$ cat config.mk
export PLATFORM = sky130hd
export DESIGN_NAME = timer_counter_pwm_8bit_top
export DESIGN_NICKNAME = d
export VERILOG_FILES = /design/src/rtl/tcp8_pkg.sv /design/src/rtl/tcp8_prescaler.sv /design/src/rtl/tcp8_core.sv /design/src/rtl/timer_counter_pwm_8bit_top.sv
export SDC_FILE = /design/constraint.sdc
export NUM_CORES = 1
export LEC_CHECK = 0
export ABC_AREA = 1
export BUFFER_PORTS_ARGS = -buffer_cell sky130_fd_sc_hd__buf_2
export CAP_MARGIN = 5
export CORE_ASPECT_RATIO = 1.75
export CORE_MARGIN = 3
export CORE_UTILIZATION = 48
export CTS_CLUSTER_SIZE = 20
export DETAILED_ROUTE_END_ITERATION = 8
export PLACE_DENSITY = 0.67
export SLEW_MARGIN = 20
export SYNTH_ARGS = -nofsm -noshare
export SYNTH_HDL_FRONTEND = slang
export SYNTH_HIERARCHICAL = 1
export SYNTH_SLANG_ARGS = --single-unit
$ cat constraint.sdc
create_clock -name aclk -period 10.6 [get_ports aclk]
set_input_delay 2.12 -clock aclk [delete_from_list [all_inputs] [get_ports aclk]]
set_output_delay 2.12 -clock aclk [all_outputs]
set_load 0.05 [all_outputs]
$ cat src/rtl/tcp8_pkg.sv
// ----------------------------------------------------------------------------
// tcp8_pkg
// Shared types and codes of the 8-bit timer/counter with compare unit.
// ----------------------------------------------------------------------------
`default_nettype none

package tcp8_pkg;

    localparam int PRESCALE_WIDTH = 10;
    localparam int CFG_INDEX_WIDTH = 3;
    localparam int CFG_DATA_WIDTH = 8;

    // item codes
    localparam logic [1:0] ITEM_TICK      = 2'd0;
    localparam logic [1:0] ITEM_WR_COUNT  = 2'd1;
    localparam logic [1:0] ITEM_WR_CMP    = 2'd2;
    localparam logic [1:0] ITEM_CLR_FLAGS = 2'd3;

    // waveform modes
    localparam logic [1:0] WGM_NORMAL = 2'd0;
    localparam logic [1:0] WGM_PHASE  = 2'd1;
    localparam logic [1:0] WGM_CTC    = 2'd2;
    localparam logic [1:0] WGM_FAST   = 2'd3;

    // compare output actions
    localparam logic [1:0] COM_OFF    = 2'd0;
    localparam logic [1:0] COM_TOGGLE = 2'd1;
    localparam logic [1:0] COM_CLEAR  = 2'd2;
    localparam logic [1:0] COM_SET    = 2'd3;

    // clock selects
    localparam logic [2:0] CS_STOP    = 3'd0;
    localparam logic [2:0] CS_DIV1    = 3'd1;
    localparam logic [2:0] CS_DIV8    = 3'd2;
    localparam logic [2:0] CS_DIV64   = 3'd3;
    localparam logic [2:0] CS_DIV256  = 3'd4;
    localparam logic [2:0] CS_DIV1024 = 3'd5;
    localparam logic [2:0] CS_MASK    = 3'b111;

    // register indexes
    localparam logic [CFG_INDEX_WIDTH-1:0] REG_WAVEFORM = 3'd0;
    localparam logic [CFG_INDEX_WIDTH-1:0] REG_OUTPUT   = 3'd1;
    localparam logic [CFG_INDEX_WIDTH-1:0] REG_CLOCK    = 3'd2;
    localparam logic [CFG_INDEX_WIDTH-1:0] REG_OV_IE    = 3'd3;
    localparam logic [CFG_INDEX_WIDTH-1:0] REG_CMP_IE   = 3'd4;

    typedef struct packed {
        logic [1:0] mode;
        logic [7:0] data;
    } in_item_t;

    typedef struct packed {
        logic [7:0] count_value;
        logic [7:0] compare_level;
        logic       output_pin;
        logic       overflow_flag;
        logic       match_flag;
        logic       irq;
    } out_item_t;

    typedef struct packed {
        logic [1:0] waveform_mode;
        logic [1:0] output_mode;
        logic [2:0] clock_select;
        logic       overflow_irq_enable;
        logic       compare_irq_enable;
    } cfg_t;

endpackage

`default_nettype wire

$ cat src/rtl/tcp8_prescaler.sv
// ----------------------------------------------------------------------------
// tcp8_prescaler
// Free-running tick prescaler; flags the timer clock for the selected tap.
// ----------------------------------------------------------------------------
`default_nettype none

module tcp8_prescaler (
    input  wire logic       aclk,
    input  wire logic       aresetn,
    input  wire logic       tick,
    input  wire logic [2:0] clock_select,
    output logic            timer_clk
);

    localparam int PW = tcp8_pkg::PRESCALE_WIDTH;

    logic [tcp8_pkg::PRESCALE_WIDTH-1:0] presc_reg;
    logic [tcp8_pkg::PRESCALE_WIDTH-1:0] presc_next;

    always_comb begin
        presc_next = presc_reg + PW'(1);
        unique case (clock_select & tcp8_pkg::CS_MASK)
            tcp8_pkg::CS_DIV1:    timer_clk = tick;
            tcp8_pkg::CS_DIV8:    timer_clk = tick && (presc_next[2:0] == '0);
            tcp8_pkg::CS_DIV64:   timer_clk = tick && (presc_next[5:0] == '0);
            tcp8_pkg::CS_DIV256:  timer_clk = tick && (presc_next[7:0] == '0);
            tcp8_pkg::CS_DIV1024: timer_clk = tick && (presc_next == '0);
            default:              timer_clk = 1'b0;
        endcase
    end

    always_ff @(posedge aclk) begin
        if (!aresetn) begin
            presc_reg <= '0;
        end else if (tick) begin
            presc_reg <= presc_next;
        end
    end

endmodule

`default_nettype wire

$ cat src/rtl/tcp8_core.sv
// ----------------------------------------------------------------------------
// tcp8_core
// Counter, compare unit, pin and flags; applies one item per enable.
// ----------------------------------------------------------------------------
`default_nettype none

module tcp8_core #(
    parameter int COUNT_WIDTH = 8
) (
    input  wire logic                                  aclk,
    input  wire logic                                  aresetn,
    input  wire logic                                  step,
    input  wire tcp8_pkg::in_item_t                    item,
    input  wire logic                                  cfg_wr,
    input  wire logic [tcp8_pkg::CFG_INDEX_WIDTH-1:0]  cfg_index,
    input  wire logic [tcp8_pkg::CFG_DATA_WIDTH-1:0]   cfg_data,
    output tcp8_pkg::cfg_t                             cfg,
    output tcp8_pkg::out_item_t                        result
);

    localparam logic [COUNT_WIDTH-1:0] CNT_MAX  = '1;
    localparam logic [COUNT_WIDTH-1:0] CNT_ONE  = COUNT_WIDTH'(1);
    localparam logic [COUNT_WIDTH-1:0] CNT_MAXM = CNT_MAX - CNT_ONE;

    tcp8_pkg::cfg_t cfg_reg, cfg_next;

    logic [COUNT_WIDTH-1:0] count_reg, count_next;
    logic [COUNT_WIDTH-1:0] cmp_act_reg, cmp_act_next;
    logic [COUNT_WIDTH-1:0] cmp_buf_reg, cmp_buf_next;
    logic down_reg, down_next;
    logic pin_reg, pin_next;
    logic ovf_reg, ovf_next;
    logic cmpf_reg, cmpf_next;
    logic blk_reg, blk_next;

    logic                   timer_clk;
    logic [COUNT_WIDTH-1:0] wr_value;
    logic                   up;
    logic                   wrap;
    logic                   match;
    logic                   set_level;
    logic                   drive;

    tcp8_prescaler u_presc (
        .aclk         (aclk),
        .aresetn      (aresetn),
        .tick         (step && (item.mode == tcp8_pkg::ITEM_TICK)),
        .clock_select (cfg_reg.clock_select),
        .timer_clk    (timer_clk)
    );

    assign wr_value = COUNT_WIDTH'(item.data);

    always_comb begin
        cfg_next     = cfg_reg;
        count_next   = count_reg;
        cmp_act_next = cmp_act_reg;
        cmp_buf_next = cmp_buf_reg;
        down_next    = down_reg;
        pin_next     = pin_reg;
        ovf_next     = ovf_reg;
        cmpf_next    = cmpf_reg;
        blk_next     = blk_reg;
        up           = 1'b1;
        wrap         = (count_reg == CNT_MAX);
        match        = 1'b0;
        set_level    = 1'b0;
        drive        = 1'b0;

        if (step) begin
            unique case (item.mode)
                tcp8_pkg::ITEM_TICK: begin
                    if (timer_clk) begin
                        blk_next = 1'b0;
                        if (cfg_reg.waveform_mode == tcp8_pkg::WGM_PHASE) begin
                            up = !down_reg;
                            if (up) begin
                                if (wrap) begin
                                    down_next  = 1'b1;
                                    count_next = CNT_MAXM;
                                    up         = 1'b0;
                                end else begin
                                    count_next = count_reg + CNT_ONE;
                                end
                            end else begin
                                if (count_reg == '0) begin
                                    down_next  = 1'b0;
                                    count_next = CNT_ONE;
                                    ovf_next   = 1'b1;
                                    up         = 1'b1;
                                end else begin
                                    count_next = count_reg - CNT_ONE;
                                end
                            end
                            if (up && (count_next == CNT_MAX)) begin
                                cmp_act_next = cmp_buf_reg;
                            end
                            match = !blk_reg && (count_next == cmp_act_next);
                            if (match) begin
                                cmpf_next = 1'b1;
                                drive     = 1'b1;
                                if (cmp_act_next == '0) begin
                                    set_level = 1'b0;
                                end else if (cmp_act_next == CNT_MAX) begin
                                    set_level = 1'b1;
                                end else begin
                                    set_level = !up;
                                end
                            end
                        end else begin
                            down_next = 1'b0;
                            match     = !blk_reg && (count_reg == cmp_act_reg);
                            if (match) begin
                                cmpf_next = 1'b1;
                            end
                            if (wrap) begin
                                ovf_next = 1'b1;
                            end
                            count_next = wrap ? '0 : count_reg + CNT_ONE;
                            if (cfg_reg.waveform_mode == tcp8_pkg::WGM_FAST) begin
                                if (wrap) begin
                                    cmp_act_next = cmp_buf_reg;
                                    drive        = 1'b1;
                                    set_level    = 1'b1;
                                end else if (match) begin
                                    drive     = 1'b1;
                                    set_level = 1'b0;
                                end
                            end else begin
                                if (cfg_reg.waveform_mode == tcp8_pkg::WGM_CTC && match) begin
                                    count_next = '0;
                                end
                                if (match) begin
                                    unique case (cfg_reg.output_mode)
                                        tcp8_pkg::COM_TOGGLE: pin_next = !pin_reg;
                                        tcp8_pkg::COM_CLEAR:  pin_next = 1'b0;
                                        tcp8_pkg::COM_SET:    pin_next = 1'b1;
                                        default:              pin_next = pin_reg;
                                    endcase
                                end
                            end
                        end
                        if (drive) begin
                            if (cfg_reg.output_mode == tcp8_pkg::COM_CLEAR) begin
                                pin_next = set_level;
                            end else if (cfg_reg.output_mode == tcp8_pkg::COM_SET) begin
                                pin_next = !set_level;
                            end
                        end
                    end
                end
                tcp8_pkg::ITEM_WR_COUNT: begin
                    count_next = wr_value;
                    blk_next   = 1'b1;
                end
                tcp8_pkg::ITEM_WR_CMP: begin
                    cmp_buf_next = wr_value;
                    if (cfg_reg.waveform_mode == tcp8_pkg::WGM_NORMAL ||
                        cfg_reg.waveform_mode == tcp8_pkg::WGM_CTC) begin
                        cmp_act_next = wr_value;
                    end
                end
                default: begin
                    if (item.data[0]) begin
                        ovf_next = 1'b0;
                    end
                    if (item.data[1]) begin
                        cmpf_next = 1'b0;
                    end
                end
            endcase
        end

        if (cfg_wr) begin
            unique case (cfg_index)
                tcp8_pkg::REG_WAVEFORM: begin
                    cfg_next.waveform_mode = cfg_data[1:0];
                    if (cfg_data[1:0] == tcp8_pkg::WGM_NORMAL ||
                        cfg_data[1:0] == tcp8_pkg::WGM_CTC) begin
                        cmp_act_next = cmp_buf_reg;
                    end
                end
                tcp8_pkg::REG_OUTPUT: cfg_next.output_mode         = cfg_data[1:0];
                tcp8_pkg::REG_CLOCK:  cfg_next.clock_select        = cfg_data[2:0];
                tcp8_pkg::REG_OV_IE:  cfg_next.overflow_irq_enable = cfg_data[0];
                tcp8_pkg::REG_CMP_IE: cfg_next.compare_irq_enable  = cfg_data[0];
                default: ;
            endcase
        end
    end

    always_ff @(posedge aclk) begin
        if (!aresetn) begin
            cfg_reg     <= '0;
            count_reg   <= '0;
            cmp_act_reg <= '0;
            cmp_buf_reg <= '0;
            down_reg    <= 1'b0;
            pin_reg     <= 1'b0;
            ovf_reg     <= 1'b0;
            cmpf_reg    <= 1'b0;
            blk_reg     <= 1'b0;
        end else begin
            cfg_reg     <= cfg_next;
            count_reg   <= count_next;
            cmp_act_reg <= cmp_act_next;
            cmp_buf_reg <= cmp_buf_next;
            down_reg    <= down_next;
            pin_reg     <= pin_next;
            ovf_reg     <= ovf_next;
            cmpf_reg    <= cmpf_next;
            blk_reg     <= blk_next;
        end
    end

    assign cfg = cfg_reg;

    always_comb begin
        result.count_value   = 8'(count_next);
        result.compare_level = 8'(cmp_act_next);
        result.output_pin    = pin_next;
        result.overflow_flag = ovf_next;
        result.match_flag    = cmpf_next;
        result.irq           = (ovf_next && cfg_reg.overflow_irq_enable) ||
                               (cmpf_next && cfg_reg.compare_irq_enable);
    end

endmodule

`default_nettype wire

$ cat src/rtl/timer_counter_pwm_8bit_top.sv
// ----------------------------------------------------------------------------
// timer_counter_pwm_8bit_top
// 8-bit timer/counter with prescaler, four waveform modes and one compare unit.
//
// s_ channel: one item per beat (tick, counter write, compare write, flag
// clear). m_ channel: one result beat per item with counter, active compare
// value, pin level, sticky flags and irq. cfg_ channel: register writes,
// accepted with cfg_ready always high; write only while idle.
// The input register captures an accepted item; its result is captured in
// the result register once the receiver is ready, and presented from it.
// Throughput: one item per cycle while the receiver is ready; the counter
// update is a single pass of logic between the two registers, and the
// prescaler is a 10-bit counter advanced by each tick.
// Reset (aresetn low, synchronous) clears the valid bits, the timer state,
// the prescaler and the flags.
// When the receiver stalls, the result register holds, the input register
// fills, and s_ready drops once both stages are occupied.
// ----------------------------------------------------------------------------
`default_nettype none

module timer_counter_pwm_8bit_top #(
    parameter int COUNT_WIDTH = 8
) (
    input  wire logic                                  aclk,
    input  wire logic                                  aresetn,
    input  wire logic                                  s_valid,
    output logic                                       s_ready,
    input  wire tcp8_pkg::in_item_t                    s_item,
    output logic                                       m_valid,
    input  wire logic                                  m_ready,
    output tcp8_pkg::out_item_t                        m_item,
    input  wire logic                                  cfg_valid,
    output logic                                       cfg_ready,
    input  wire logic [tcp8_pkg::CFG_INDEX_WIDTH-1:0]  cfg_index,
    input  wire logic [tcp8_pkg::CFG_DATA_WIDTH-1:0]   cfg_data
);

    logic                in_valid_reg;
    tcp8_pkg::in_item_t  in_item_reg;
    logic                out_valid_reg;
    tcp8_pkg::out_item_t out_item_reg;
    tcp8_pkg::out_item_t result;
    tcp8_pkg::cfg_t      cfg;
    logic                advance;
    logic                fire;

    assign advance   = !out_valid_reg || m_ready;
    assign fire      = in_valid_reg && advance;
    assign s_ready   = !in_valid_reg || advance;
    assign cfg_ready = 1'b1;

    tcp8_core #(
        .COUNT_WIDTH (COUNT_WIDTH)
    ) u_core (
        .aclk      (aclk),
        .aresetn   (aresetn),
        .step      (fire),
        .item      (in_item_reg),
        .cfg_wr    (cfg_valid && cfg_ready),
        .cfg_index (cfg_index),
        .cfg_data  (cfg_data),
        .cfg       (cfg),
        .result    (result)
    );

    always_ff @(posedge aclk) begin
        if (!aresetn) begin
            in_valid_reg  <= 1'b0;
            out_valid_reg <= 1'b0;
        end else begin
            if (s_ready) begin
                in_valid_reg <= s_valid;
            end
            if (advance) begin
                out_valid_reg <= in_valid_reg;
            end
        end
    end

    always_ff @(posedge aclk) begin
        if (s_ready && s_valid) begin
            in_item_reg <= s_item;
        end
        if (fire) begin
            out_item_reg <= result;
        end
    end

    assign m_valid = out_valid_reg;
    assign m_item  = out_item_reg;

    a_fire_gives_result : assert property (@(posedge aclk) disable iff (!aresetn)
        fire |=> m_valid)
        else $error("accepted item produced no result beat");

    a_ready_low_only_when_full : assert property (@(posedge aclk) disable iff (!aresetn)
        !s_ready |-> (in_valid_reg && out_valid_reg && !m_ready))
        else $error("input stalled without a full pipeline");

    a_stalled_item_held : assert property (@(posedge aclk) disable iff (!aresetn)
        (in_valid_reg && !advance) |=> (in_valid_reg && $stable(in_item_reg)))
        else $error("stalled input item lost");

    a_irq_off_when_disabled : assert property (@(posedge aclk) disable iff (!aresetn)
        (fire && !cfg.overflow_irq_enable && !cfg.compare_irq_enable) |-> !result.irq)
        else $error("irq raised with both enables off");

endmodule

`default_nettype wire
== Yosys cells after proc, flatten, opt, wreduce, memory -nomap -nowiden ==
Index checks and enable logic that the tools add are counted.
Cells by class
  bitwise gates (word level): 0
  $lt $le $gt $ge: 0
  add/subtract/negate cells: 3
  multiply operators: 0
  reductions and logical operators: 45
  divide/modulo/power cells: 0
  muxes and demuxes: 84
  equal/unequal tests: 24
  shifts and indexed selects: 0
Operators by type and width (count)
  $mux 8: 27
  $mux 1: 50
  $pmux 8 s2: 2
  $eq 8x8->1 const B: 3
  $logic_not 8->1: 3
  $eq 8x8->1: 2
  $logic_and 1x1->1: 13
  $eq 2x2->1 const B: 6
  $eq 3x2->1 const B: 4
  $reduce_and 2->1: 6
  $add 10x1->10 const B: 1
  $logic_not 10->1: 1
  $eq 3x3->1 const B: 3
  $add 8x1->8 const B: 1
  $sub 8x1->8 const B: 1
  $logic_not 1->1: 7
  $eq 2x1->1 const B: 3
  $eq 3x1->1 const B: 2
  $logic_not 2->1: 3
  $logic_not 3->1: 2
  $logic_not 6->1: 1
  $pmux 1 s2: 3
  $reduce_and 3->1: 2
  $logic_or 1x1->1: 5
  5 further kinds: 5
Storage, ports and cells
  register bits after elaboration: 80
  latch bits: 0
  memory bits (writable): 0
  ROM bits: 0
  bits of input ports: 26
  memories kept: 0
  word-level logic and storage cells: 180

== Logic depth before layout (Yosys ltp) ==
Gate-level depths: netlist (run 1).
  depth after elaboration: 31
  gate-level depth with buffers: 25
  depth with buffers taken out: 24

== Cells and area by module ==
Netlist (run 1), hierarchy kept.
Modules (own cells, without submodules)
  tcp8_core: cells each 600, area each 3512.1 µm², times used 1, sequential area each 760.7 µm²
  timer_counter_pwm_8bit_top: cells each 45, area each 1007.2 µm², times used 1, sequential area each 940.9 µm²
  tcp8_prescaler: cells each 109, area each 691.9 µm², times used 1, sequential area each 200.2 µm²

== Worst setup path before layout (run 1) ==
No wires, ideal clock.
  path type: input -> register
  start: in m_ready
  end: reg out_item_reg, in the netlist m_item[10], data pin
  data arrival time: 5175 ps
  cell stages on the path: 15
  required time: 10341 ps
  slack: 5166 ps
  cells stage by stage: inv_1 -> a21oi_1 -> nand2_1 -> inv_1 -> clkinv_1 -> a21oi_2 -> clkinv_1 -> a21oi_1 -> o21ai_0 -> o21ai_0 -> o22ai_1 -> nand2_1 -> o211ai_1 -> o21ai_0 -> inv_1
RTL lines
  start, declared: line timer_counter_pwm_8bit_top.sv:30  | input wire logic m_ready,
  end signal, assigned: line timer_counter_pwm_8bit_top.sv:85  | out_item_reg <= result;
  end, declared: line timer_counter_pwm_8bit_top.sv:41  | tcp8_pkg::out_item_t out_item_reg;

==> run metrics, run 1 <==
worst vdd ir=0.176 mV; Warnings, synthesis=6; hold path endpoint=u_core/cfg[0]; Final Hold Viols=0; synthesis-stage register bit count=80; post-synthesis cell count=754; final worst-path cycle share=61.8%; final net count=818; Post-CTS Setup Repair Bufs=0; cell type with the largest total area after synthesis=dfxtp_1; commonest cells in the netlist=nand2_1, inv_1, o21ai_0; most common cell in the netlist=nand2_1; share of layout cells above drive strength 1=a little over an eighth; HPWL after DPL=around 13000 microns; Die Ht=144 microns; static leakage power=0.00257 uW; path type of the worst min-delay path=reg -> reg; Post-Route WL=between 15000 and 20000 microns; clk slew on worst S/H paths=0.06 ns; Slew Viols, Final=0; syn_area_per_cell=~7 sq um; I/O pins=just under 50; FMAX=between 150 and 200 MHz; synthesized area=roughly 0.0052 sq mm; crit-path max FO=36; worst r2r dst=m_item[10]; CP arrival=between 6 and 7 ns; Pwr Density=135 mW/mm^2; clock skew=~0.008 ns; Syn Nets=789; die area=0.0122 sq mm; Filler cells=1047; hold_buf cts=0; Yosys top cell area share=19.2%; Die Wd=84.8 microns; vias in the first global route=5150; hold depth=2; type of the worst setup path=in -> reg; Cell Rows=49; max reg flops=20; Layout area overhead=11.2%; status=complete, no violations; ANT nets after route=0; ys async rst share=0%; routed vias=5246; CTS Buffer Depth=2; initial antenna violation count=0; Final Critical Period=6.55 ns; per-cell routed wire length=between 15 and 20 microns; EDFF count, synth=30; gp weighted congestion=0.968; Least-Margin Pin Slew=about 1.1 ns; number of remaining DRC errors=0; clk sinks=80; 1st-pass router iterations=5; RSZ-0062 raised after global routing=no; top cells by area in the synthesized netlist=dfxtp_1, edfxtp_1, nand2_1; Max Cap Viol=0; diode count=0; post-synthesis sequential area ratio=36.5%; Port Buffer Count=42; # placed instances=899; Register-to-Register Path Depth=16; Detailed Route Iter0 Violations=420; Post-CTS Resized=0; Fin Setup TNS=0 ns; Startpoint Class=primary input; FF-to-FF Start=in_valid_reg; first-pass GRT wire length=~26000 microns; Main synth FF type=dfxtp_1; Design Power=784 uW; overflow left after global routing=0; Inserted Clock Buffers=9; largest net degree at the start of global routing=37; Clk Tree Root Cell=clkbuf_16; Hold Startpoint=u_core/cfg[0]; TritonCTS clock tree=done; CP Data Required Time=10.67 ns; Core ar.=0.0104 sq mm; vias per std cell=5.73; Overall Global Routing Usage=28.1%; FF/Latch Area=between 0.0015 and 0.002 sq mm; Clk Latency, worst-skew pair=0.34 ns; H-tree depth=3; synth unique cells=45; area taken by multi-input logic gates=0.00277 sq mm; fin cells=around 920; initial core utilization=50.0%; crit end category=register; R2R Setup Slk=5.57 ns; Slew HR=25.5%; setup violators final=0
-- cells in the final DEF (no fill, tap or decap), types with 25 or more instances in the layout --
| cell type | count |
|---|---|
| buf_2 | 42 |
| dfxtp_1 | 50 |
| nand2_1 | 180 |
| inv_1 | 101 |
| o211ai_1 | 25 |
| o21ai_0 | 73 |
| nor2_1 | 64 |
| edfxtp_1 | 30 |
| a21oi_1 | 48 |
| nand3_1 | 49 |
-- per-layer routing --
metal	wire length [microns]	track usage, %	vias up
li1	-	-	2556
met1	6200	29.2	2441
met2	8750	51.6	180
met3	634	2.87	69
met4	1250	20.7	0
met5	0	0	-
-- where the power goes --
part           leakage (uW)  internal [uW]  switching [uW]  total, uW
Sequential         0.000697            332            13.3        346
Clock              0.000162            210             130        340
Combinational       0.00171           27.4            71.0       98.4
Total               0.00257            569             215        784
-- worst max path at each step --
stage,startpoint,endpoint,slack (ns)
floorplan,m_ready,m_item[10],5.17
global placement,m_ready,m_item[10],3.88
detailed placement,m_ready,m_item[10],3.84
CTS,m_ready,m_item[10],4.17
global route,m_ready,m_item[9],3.61
finish,m_ready,m_item[10],4.05
-- final cells by class --
class,instances,area share [%]
Multi-Input combinational cell,538,47.9
Inverter,111,7.19
Timing Repair Buffer,43,3.76
Tap cell,127,2.74
Clock buffer,9,3.89
Sequential cell,80,32.8
Clock inverter,7,1.77
-- through the flow --
step	hold WS (ns)	instance area (sq um)	utilization [%]	setup slack [ns]
finish	0.450	5800	55.6	4.05
detailed placement	0.439	5470	52.5	3.84
global placement	0.438	5470	52.5	3.88
CTS	0.449	5800	55.6	4.17
floorplan	0.424	5210	-	5.17
global route	0.474	5800	55.6	3.61
-- logic make-up after synthesis --
group	count (synthesis)	synth area share [%]
other cells	1	0.0720
xor+xnor	6	1.01
fa+ha+maj	9	2.16
simple gates	347	30.6
compound gates	175	19.2
buf+inv	136	10.5
flops	80	36.5
-- critical path, cell delays in order --
cell      delay (ns)
buf_2           0.08
inv_1           0.08
a21oi_4         0.12
buf_4           0.41
nand2_1         0.19
inv_1           0.52
clkinv_1        0.49
a21oi_2         0.93
clkinv_1        0.61
a21oi_1         0.25
o21ai_0         0.10
o21ai_0         0.11
o22ai_1         0.09
nand2_1         0.07
o211ai_1        0.08
o21ai_0         0.24
inv_1           0.09
(Power assumes the default switching activity.)
==> run 2: changes to the inputs <==
--- a/config.mk
+++ b/config.mk
@@ -5,7 +5,7 @@
 export SDC_FILE = /design/constraint.sdc
 export NUM_CORES = 1
 export LEC_CHECK = 0
-export ABC_AREA = 1
+export ABC_AREA = 0
 export BUFFER_PORTS_ARGS = -buffer_cell sky130_fd_sc_hd__buf_2
 export CAP_MARGIN = 5
 export CORE_ASPECT_RATIO = 1.75
==> constraint.sdc (replaced) <==
create_clock -name aclk -period 6.6 [get_ports aclk]
set_input_delay 1.32 -clock aclk [delete_from_list [all_inputs] [get_ports aclk]]
set_output_delay 1.32 -clock aclk [all_outputs]
set_load 0.05 [all_outputs]
==> run metrics, run 2 <==
hold_buf cts=0 (unchanged); Sequential Power Share=46.3% (+2.2 points); CP Cell Sequence=ha_1 > nand3_2 > or2_0 > a22o_1 > nor4_1 > nand3_1 > and3_1 > o221a_2 > and2_1 > o2111ai_1 > nand2_1 > a22o_1; path type of the worst min-delay path=reg -> reg; crit path max-delay cell type=nor4_1; fin cells=700 (-23%); Inserted Clock Buffers=9 (unchanged); Top delay family on crit path=simple AND/OR/NAND/NOR gates; Worst Slack Setup Final=1.83 ns (-2.22 ns); commonest cells in the netlist=dfxtp_1, nand2_1, edfxtp_1; Final Hold Viols=0 (unchanged); I/O pins=49 (unchanged); crit path buf inv count=0 (-7); Post-CTS Resized=0 (unchanged); die area=0.0117 sq mm (-3.8%); initial antenna violation count=0 (unchanged); vias per std cell=6.17 (+7.7%); Final Critical Period=4.77 ns; Detailed Route Iter0 Violations=381 (-9.3%); Fin Setup TNS=0 ns (unchanged); Startpoint Class=register; setup violators final=0 (unchanged); Layout area overhead=10.1%; Crit path top cell by count=a22o_1; Critical Path Start=u_core/count_reg[0]; crit-path max FO=11 (-69%); TritonCTS clock tree=done; Clk Tree Root Cell=clkbuf_16; Post-CTS Setup Repair Bufs=0 (unchanged); Cell Rows=48 (-2.0%); worst slack, placed=2.02 ns (-1.82 ns); slowest stage delay, CP=0.89 ns (-0.04 ns); share of layout cells above drive strength 1=17.0% (+4.0 points); most frequent cells in the layout=dfxtp_1, nand2_1, buf_2; Overall Global Routing Usage=23.3% (-4.8 points); area taken by multi-input logic gates=0.00285 sq mm (+2.8%); synth unique cells=78 (+73%); per-cell routed wire length=19.3 microns (+5.0%); CTS Buffer Depth=2 (unchanged); gp weighted congestion=0.949 (-2.0%); Filler cells=906 (-13%); Die Wd=83.2 microns (-1.9%); Clk Latency, worst-skew pair=0.35 ns (about the same); crit end category=register; Internal=868 uW (+53%); overflow left after global routing=0 (unchanged); first-pass GRT wire length=21700 microns (-17%); static leakage power=0.00205 uW (-20%); post-synthesis sequential area ratio=38.0% (+1.5 points); CP arrival=4.87 ns (-1.75 ns); final worst-path cycle share=72.3%; routed vias=4322 (-18%); CP Data Required Time=6.70 ns (-3.97 ns); clk sinks=80 (unchanged); number of remaining DRC errors=0 (unchanged); clock share of power=44.0% (+0.6 points); status=complete, no violations; H-tree depth=3 (unchanged); diode count=0 (unchanged); Least-Margin Pin Slew=1.01 ns (-0.108 ns); switching pwr=314 uW (+46%); max reg flops=20 (unchanged); clock skew=0.0120 ns (+0.00398 ns); Slew Viols, Final=0 (unchanged); cell type with the largest total area after synthesis=dfxtp_1; worst vdd ir=0.222 mV (+27%); Sw Ratio=26.5% (-0.84 points); top cells by area in the synthesized netlist=dfxtp_1, edfxtp_1, nand2_1; FF/Latch Area=0.00190 sq mm (unchanged); type of the worst setup path=reg -> reg; ys async rst share=0% (unchanged); Syn Nets=592 (-25%); EDFF count, synth=30 (unchanged); FMAX=210 MHz; synthesized area=0.00500 sq mm (-4.0%); synthesis-stage register bit count=80 (unchanged); final net count=605 (-26%); Core ar.=0.0100 sq mm (-3.8%); FF-to-FF Start=u_core/count_reg[0]; RSZ-0062 raised after global routing=no; initial core utilization=49.9% (-0.11 points); Pwr Density=214 mW/mm^2 (+59%); # placed instances=684 (-24%); Port Buffer Count=42 (unchanged); Slew HR=32.1% (+6.6 points); Warnings, synthesis=6 (unchanged); ANT nets after route=0 (unchanged); 1st-pass router iterations=5 (unchanged); Combinational Power Share=9.8% (-2.7 points); Main synth FF type=dfxtp_1; clk slew on worst S/H paths=0.07 ns (about the same); HPWL after DPL=9780 microns (-25%); Yosys top cell area share=20.0% (+0.80 points); Post-Route WL=13500 microns (-20%); vias in the first global route=4226 (-18%); largest net degree at the start of global routing=51 (+38%); post-synthesis cell count=557 (-26%); Die Ht=141 microns (-1.9%); Max Cap Viol=0 (unchanged); Hold Startpoint=u_core/cfg[1]; syn_area_per_cell=8.98 sq um (+30%)
==> run 2: kinds of logic after synthesis <==
| group | Yosys count | share of synthesized area (%) |
|---|---|---|
| compound gates | 141 | 20.3 |
| xor+xnor | 28 | 4.90 |
| fa+ha+maj | 9 | 2.25 |
| buf+inv | 61 | 5.23 |
| flops | 80 | 38.0 |
| mux | 33 | 7.10 |
| other cells | 1 | 0.0749 |
| simple gates | 204 | 22.1 |
==> run 2: layer usage <==
metal / routed length, microns / GRT usage, %
met4: 653 / 14.6
met1: 5320 / 26.0
met3: 519 / 3.86
met5: 0 / 0
met2: 7030 / 40.8
==> run 2: stage by stage <==
stage | area (sq um) | power [uW] | util [%] | hold WS (ns)
after global routing | 5510 | 1230 | 54.9 | 0.560
after floorplan | 5000 | 637 | - | 0.478
after CTS | 5510 | 1190 | 54.9 | 0.526
final | 5510 | 1180 | 54.9 | 0.531
after detailed placement | 5200 | 672 | 51.8 | 0.517
after global placement | 5200 | 669 | 51.8 | 0.499
==> run 2: power by group through the flow <==
stage / sequential (uW) / combinational, uW / clock, uW
detailed placement: 557 / 114 / 0
floorplan: 566 / 70.8 / 0
CTS: 547 / 115 / 526
global placement: 557 / 113 / 0
finish: 547 / 115 / 520
global route: 548 / 126 / 552
==> run 2: final cells by class <==
type	count	share of cell area, %
multi-input combinational	416	51.7
sequential	80	34.5
clock buffer	9	4.09
timing repair buffer	43	3.95
tap	125	2.84
clock inverter	7	1.52
inverter	20	1.36
==> run 2: final timing paths <==
kind,to,slack (ns),depth (start not counted)
max,m_item[0],1.83,12
min,u_core/cfg[1],0.53,2
max reg2reg,m_item[0],1.83,12
min reg2reg,u_core/cfg[1],0.53,2
==> run 2: worst min-delay path: stages, from the launching register on <==
cell and delay, ns:
dfxtp_1 0.33, mux2i_1 0.07, nor2b_1 0.09
